### src/hdl/lumi_pkg.sv
`default_nettype none
// ----------------------------------------------------------------------------
// lumi_pkg: shared types and constants for the LU matrix inverse block
// Register indexes and the job record passed from loader to solver.
// ----------------------------------------------------------------------------
package lumi_pkg;
   localparam logic [3:0] REG_MATRIX_SIZE     = 4'd0;
   localparam logic [3:0] REG_PIVOT_THRESHOLD = 4'd1;
   localparam int         CSR_ADDR_BITS       = 4;

   typedef struct packed {
      logic [4:0]  order;
      logic [15:0] threshold;
   } job_type;
endpackage
`default_nettype wire

### src/hdl/lumi_loader.sv
`default_nettype none
// ----------------------------------------------------------------------------
// lumi_loader: front end
// Counts incoming elements, passes each with its address to the solver and
// posts a job into a short queue when the last element of a matrix arrives.
// ----------------------------------------------------------------------------
module lumi_loader #(
   parameter int MAX_ORDER = 8
) (
   input  wire                  clock,
   input  wire                  reset,
   input  wire                  accept,
   input  wire                  size_write,
   input  wire  [3:0]           size_value,
   input  wire  [15:0]          threshold,
   output logic [$clog2(MAX_ORDER*MAX_ORDER)-1:0] wr_addr,
   output logic                 job_valid,
   output lumi_pkg::job_type    job,
   input  wire                  job_pop,
   output logic                 queue_full
);
   localparam int AW = $clog2(MAX_ORDER*MAX_ORDER);
   logic [3:0]  size_ff;
   logic [AW:0] count_ff;
   logic [4:0]  order;
   logic [9:0]  total;
   lumi_pkg::job_type q_ff [2];
   logic [1:0]  fill_ff;
   logic        push;

   always_comb begin
      order = 5'(size_ff);
      if (size_ff == 4'd0) order = 5'd1;
      if (32'(size_ff) > MAX_ORDER) order = 5'(MAX_ORDER);
      total = 10'(order) * 10'(order);
   end
   assign wr_addr    = count_ff[AW-1:0];
   assign push       = accept && (10'(count_ff) + 10'd1 == total);
   assign job_valid  = fill_ff != 2'd0;
   assign job        = q_ff[0];
   assign queue_full = fill_ff == 2'd2;

   always_ff @(posedge clock) begin
      if (reset) begin
         size_ff  <= 4'd8;
         count_ff <= '0;
         fill_ff  <= '0;
      end else begin
         if (size_write) begin
            size_ff  <= size_value;
            count_ff <= '0;
         end else if (accept) count_ff <= push ? '0 : count_ff + 1'b1;
         // the new job lands in the first free slot after any pop
         if (push && (job_pop ? fill_ff == 2'd1 : fill_ff == 2'd0))
            q_ff[0] <= '{order, threshold};
         else if (job_pop) q_ff[0] <= q_ff[1];
         if (push && (job_pop ? fill_ff == 2'd2 : fill_ff == 2'd1))
            q_ff[1] <= '{order, threshold};
         fill_ff <= fill_ff + 2'(push) - 2'(job_pop);
      end
   end
endmodule
`default_nettype wire

### config.mk
export PLATFORM = sky130hd
export DESIGN_NAME = lumi_loader
export DESIGN_NICKNAME = d
export VERILOG_FILES = /design/src/hdl/lumi_pkg.sv /design/src/hdl/lumi_loader.sv
export SDC_FILE = /design/constraint.sdc
export NUM_CORES = 1
export LEC_CHECK = 0
export ABC_AREA = 0
export BUFFER_PORTS_ARGS = -buffer_cell sky130_fd_sc_hd__buf_2
export CAP_MARGIN = 15
export CORE_MARGIN = 2
export CORE_UTILIZATION = 40
export CTS_CLUSTER_SIZE = 24
export DETAILED_ROUTE_END_ITERATION = 8
export SETUP_SLACK_MARGIN = 0.02
export SLEW_MARGIN = 15
export SYNTH_ARGS = -nofsm -noshare
export SYNTH_HDL_FRONTEND = slang
export SYNTH_SLANG_ARGS = --single-unit
### constraint.sdc
create_clock -name clock -period 6.3 [get_ports clock]
set_input_delay 0.315 -clock clock [delete_from_list [all_inputs] [get_ports clock]]
set_output_delay 0.315 -clock clock [all_outputs]
set_load 0.01 [all_outputs]
==> impl_results.md <==
- Area leader, netlist: edfxtp_1
- R2r startpoint: size_ff[3]
- Top-area cell type share of the netlist area: 0.430
- Type of the worst min-delay path: primary input to flop
- Total GRT Usage: 0.117
- Setup_tns: 0 ns
- Internal: 0.506 mW
- Critical Path Slowest Stage Cell: nor2_2
- Vias: 1512
- Sw Ratio: 0.238
- Worst-Skew Late Latency: 0.30 ns
- Largest net degree at the start of global routing: 21
- Slew headroom: 0.344
- Startpoint Class: flop
- Pre-CTS setup slack: 2.17 ns
- Post-cts repair resize count: 0
- Slew Viols, Final: 0
- Final setup margin: 2.25 ns
- Die Span Y: 87.6 um
- Tot Pwr: 0.664 mW
- # Max-Cap Violations: 0
- Clock Skews: 0.00298 ns
- LEAKAGE: 1.24 nW
- Die width: 87.6 um
- Run status: finished, final reports clean
- Mapped Cells: 207
- Setup CP Type: flop to flop
- WHS: 0.202 ns
- Row cnt: 30
- Layout cells sized above 1: 0.406
- Yosys reg bits: 53
- Fmax: 0.247 GHz
- Core footprint: 6760 um2
- GR Overflow Total: 0
- Slew @ Worst Pin: 0.983 ns
- Post-route clock period utilization: 0.642
- Detail Route Antenna Nets: 0
- Starting Density: 0.413
- Clock Power Share: 0.291
- Vias in the first global route: 1510
- RSZ-0062 raised after global routing: no
- H-tree depth: 2
- CTS clk-pin slew, worst paths: 0.10 ns
- Critical Path RT: 6.23 ns
- Hold Crit Start: threshold[12]
- Crit. End Element: flop
- Min Clock Period, post-route: 4.05 ns
- Comb power frac: 0.117
- Worst VDD drop: 75.2 uV
- Routed len/inst: 13.5 um
- WL final: 4240 um
- Number of flops mapped to enable cells by yosys: 40
- CP startpoint: size_ff[3]
- Initial antenna violation count: 0
- Num ports: 54
- Postcts setup bufs: 0
- CTS tree: yes
- CP arrival: 3.97 ns
- Area contributors post-synth: edfxtp_1 (43%), mux2_4 (11%), dfxtp_1 (9.3%)
- Total CTS buffers: 5
- Number of port buffers: 52
- Fillcell total: 634
- TritonRoute pass-1 iters: 4
- Netlist cell types: 47
- Switching power: 0.158 mW
- Final net count: 267
- Diodes inserted: 0
- Power Density: 221 nW/um2
- Area Growth Syn to Fin: 7.35%
- Syn Std Cell Area: 2790 um2
- Clock root buffer: clkbuf_8
- DP HPWL: 3110 um
- Primary FF master, synth: edfxtp_1
- CTS Sinks: 53
- Seq pwr share: 0.592
- Final hold vios: 0
- Vias per inst: 4.82
- Iter 0 DRT Violations: 48
- DR DRC count: 0
- Final-report setup violation count: 0
- Synth warn: 0
- Largest stage delay, worst path: 0.76 ns
- Critical path, cell by cell: and2b_1 > and2_2 > ha_1 > ha_1 > a21o_1 > a21oi_1 > xnor3_1 > a2111oi_4 > a21oi_1 > nor2_2
- Die area: 7670 um2
- First-pass GRT wire length: 6970 um
- Post-synthesis sequential area ratio: 0.523
- CP max FO: 20
- Routability cong.: 0.797
- Syn_area_per_cell: 13.5 um2
- Synth async-reset ratio: 0
- Longest Clk Path Bufs: 2
- Hold_buf cts: 0
## kinds of logic (layout without fill, tap and decap cells)
group                      count (synthesis)  after routing  synth area share
other                                      1              4           0.00134
adders and majority gates                  9              9            0.0403
DFF                                       53             53             0.523
and+or+nand+nor                           47             47            0.0968
AOI/OAI and AO/OA                         15             15            0.0466
buffers and inverters                     41             65             0.107
muxes                                     24             24             0.122
xor gates and xnor gates                  17             17            0.0632
## worst max-delay path: cells and delay by family (launching register included)
| kind | cells | cell delay (ns) |
|---|---|---|
| AND/OR/NAND/NOR | 3 | 1.18 |
| AO/OA/AOI/OAI | 4 | 0.91 |
| adder cells (fa/ha/maj) | 2 | 0.60 |
| flip-flops | 1 | 0.51 |
| XOR/XNOR | 1 | 0.47 |
## area by class of cell
type	count	area [um2]	area share
Sequential cell	53	1460	0.487
Multi-Input combinational cell	116	1060	0.354
Clock buffer	5	68.8	0.0230
Clock inverter	3	25.0	0.00835
Inverter	4	15.0	0.00501
Tap cell	80	100	0.0334
Timing Repair Buffer	53	268	0.0893
## power groups by stage
stage	clock network, mW	logic (mW)	registers (mW)
floorplan	0	0.0653	0.399
global placement	0	0.0778	0.401
detailed placement	0	0.0789	0.401
CTS	0.207	0.0791	0.393
global route	0.215	0.0867	0.395
finish	0.193	0.0776	0.393
## cells in the final DEF, fill, tap and decap left out, drive strengths merged
cell / netlist / routed
mux2: 20 / 20
nand2: 5 / 5
nand3: 5 / 5
ha: 9 / 9
clkbuf: 3 / 5
mux2i: 4 / 4
and2: 2 / 2
clkinvlp: 0 / 1
nand3b: 3 / 3
inv: 4 / 5
or3b: 1 / 1
or2: 1 / 1
edfxtp: 40 / 40
nand4: 4 / 4
a22oi: 1 / 1
o211ai: 1 / 1
xnor3: 2 / 2
a21oi: 4 / 4
xor2: 10 / 10
o21bai: 1 / 1
clkinv: 0 / 1
a2111oi: 2 / 2
xnor2: 5 / 5
conb: 1 / 4
o21ba: 1 / 1
nor3: 1 / 1
and4: 1 / 1
a41oi: 1 / 1
o21ai: 3 / 3
and2b: 1 / 1
dfxtp: 13 / 13
buf: 32 / 53
a21o: 1 / 1
nor3b: 1 / 1
nor2b: 4 / 4
and3: 2 / 2
nor2: 15 / 15
or3: 1 / 1
## cells in the mapped netlist, drive strengths merged, types with 2 or more instances
| cell | number |
|---|---|
| edfxtp | 40 |
| ha | 9 |
| mux2i | 4 |
| xnor2 | 5 |
| o21ai | 3 |
| nand3 | 5 |
| clkbuf | 3 |
| a2111oi | 2 |
| xor2 | 10 |
| nand2 | 5 |
| a21oi | 4 |
| buf | 32 |
| and2 | 2 |
| dfxtp | 13 |
| inv | 4 |
| nor2b | 4 |
| nand3b | 3 |
| mux2 | 20 |
| xnor3 | 2 |
| nor2 | 15 |
| and3 | 2 |
| nand4 | 4 |
## worst paths after layout
check | to | slack [ns] | cells past startpoint
worst max-delay path | q_ff[0][1] | 2.25 | 10
worst min-delay path | q_ff[0][33] | 0.20 | 1
worst max register to register | q_ff[0][1] | 2.25 | 10
worst min register to register | size_ff[2] | 0.55 | 2
## state kept, by name (all words and copies together) (netlist names)
name and flops:
size_ff 4, fill_ff 2, count_ff 7, q_ff 40
## metal layers
layer  track usage  wire, um  up-vias
li1              -         -      756
met1         0.137      1900      717
met2         0.208      2120       37
met3        0.0349       198        2
met4        0.0308        23        0
met5             0         0        -
## metrics by stage
stage,util,cell area [um2],std cells
6_report,0.444,3000,314
5_1_grt,0.444,3000,314
4_1_cts,0.444,3000,314
3_5_place_dp,0.430,2900,306
3_3_place_gp,0.430,2900,306
2_1_floorplan,-,2800,210
No activity file was read; power rests on OpenSTA's default activity.
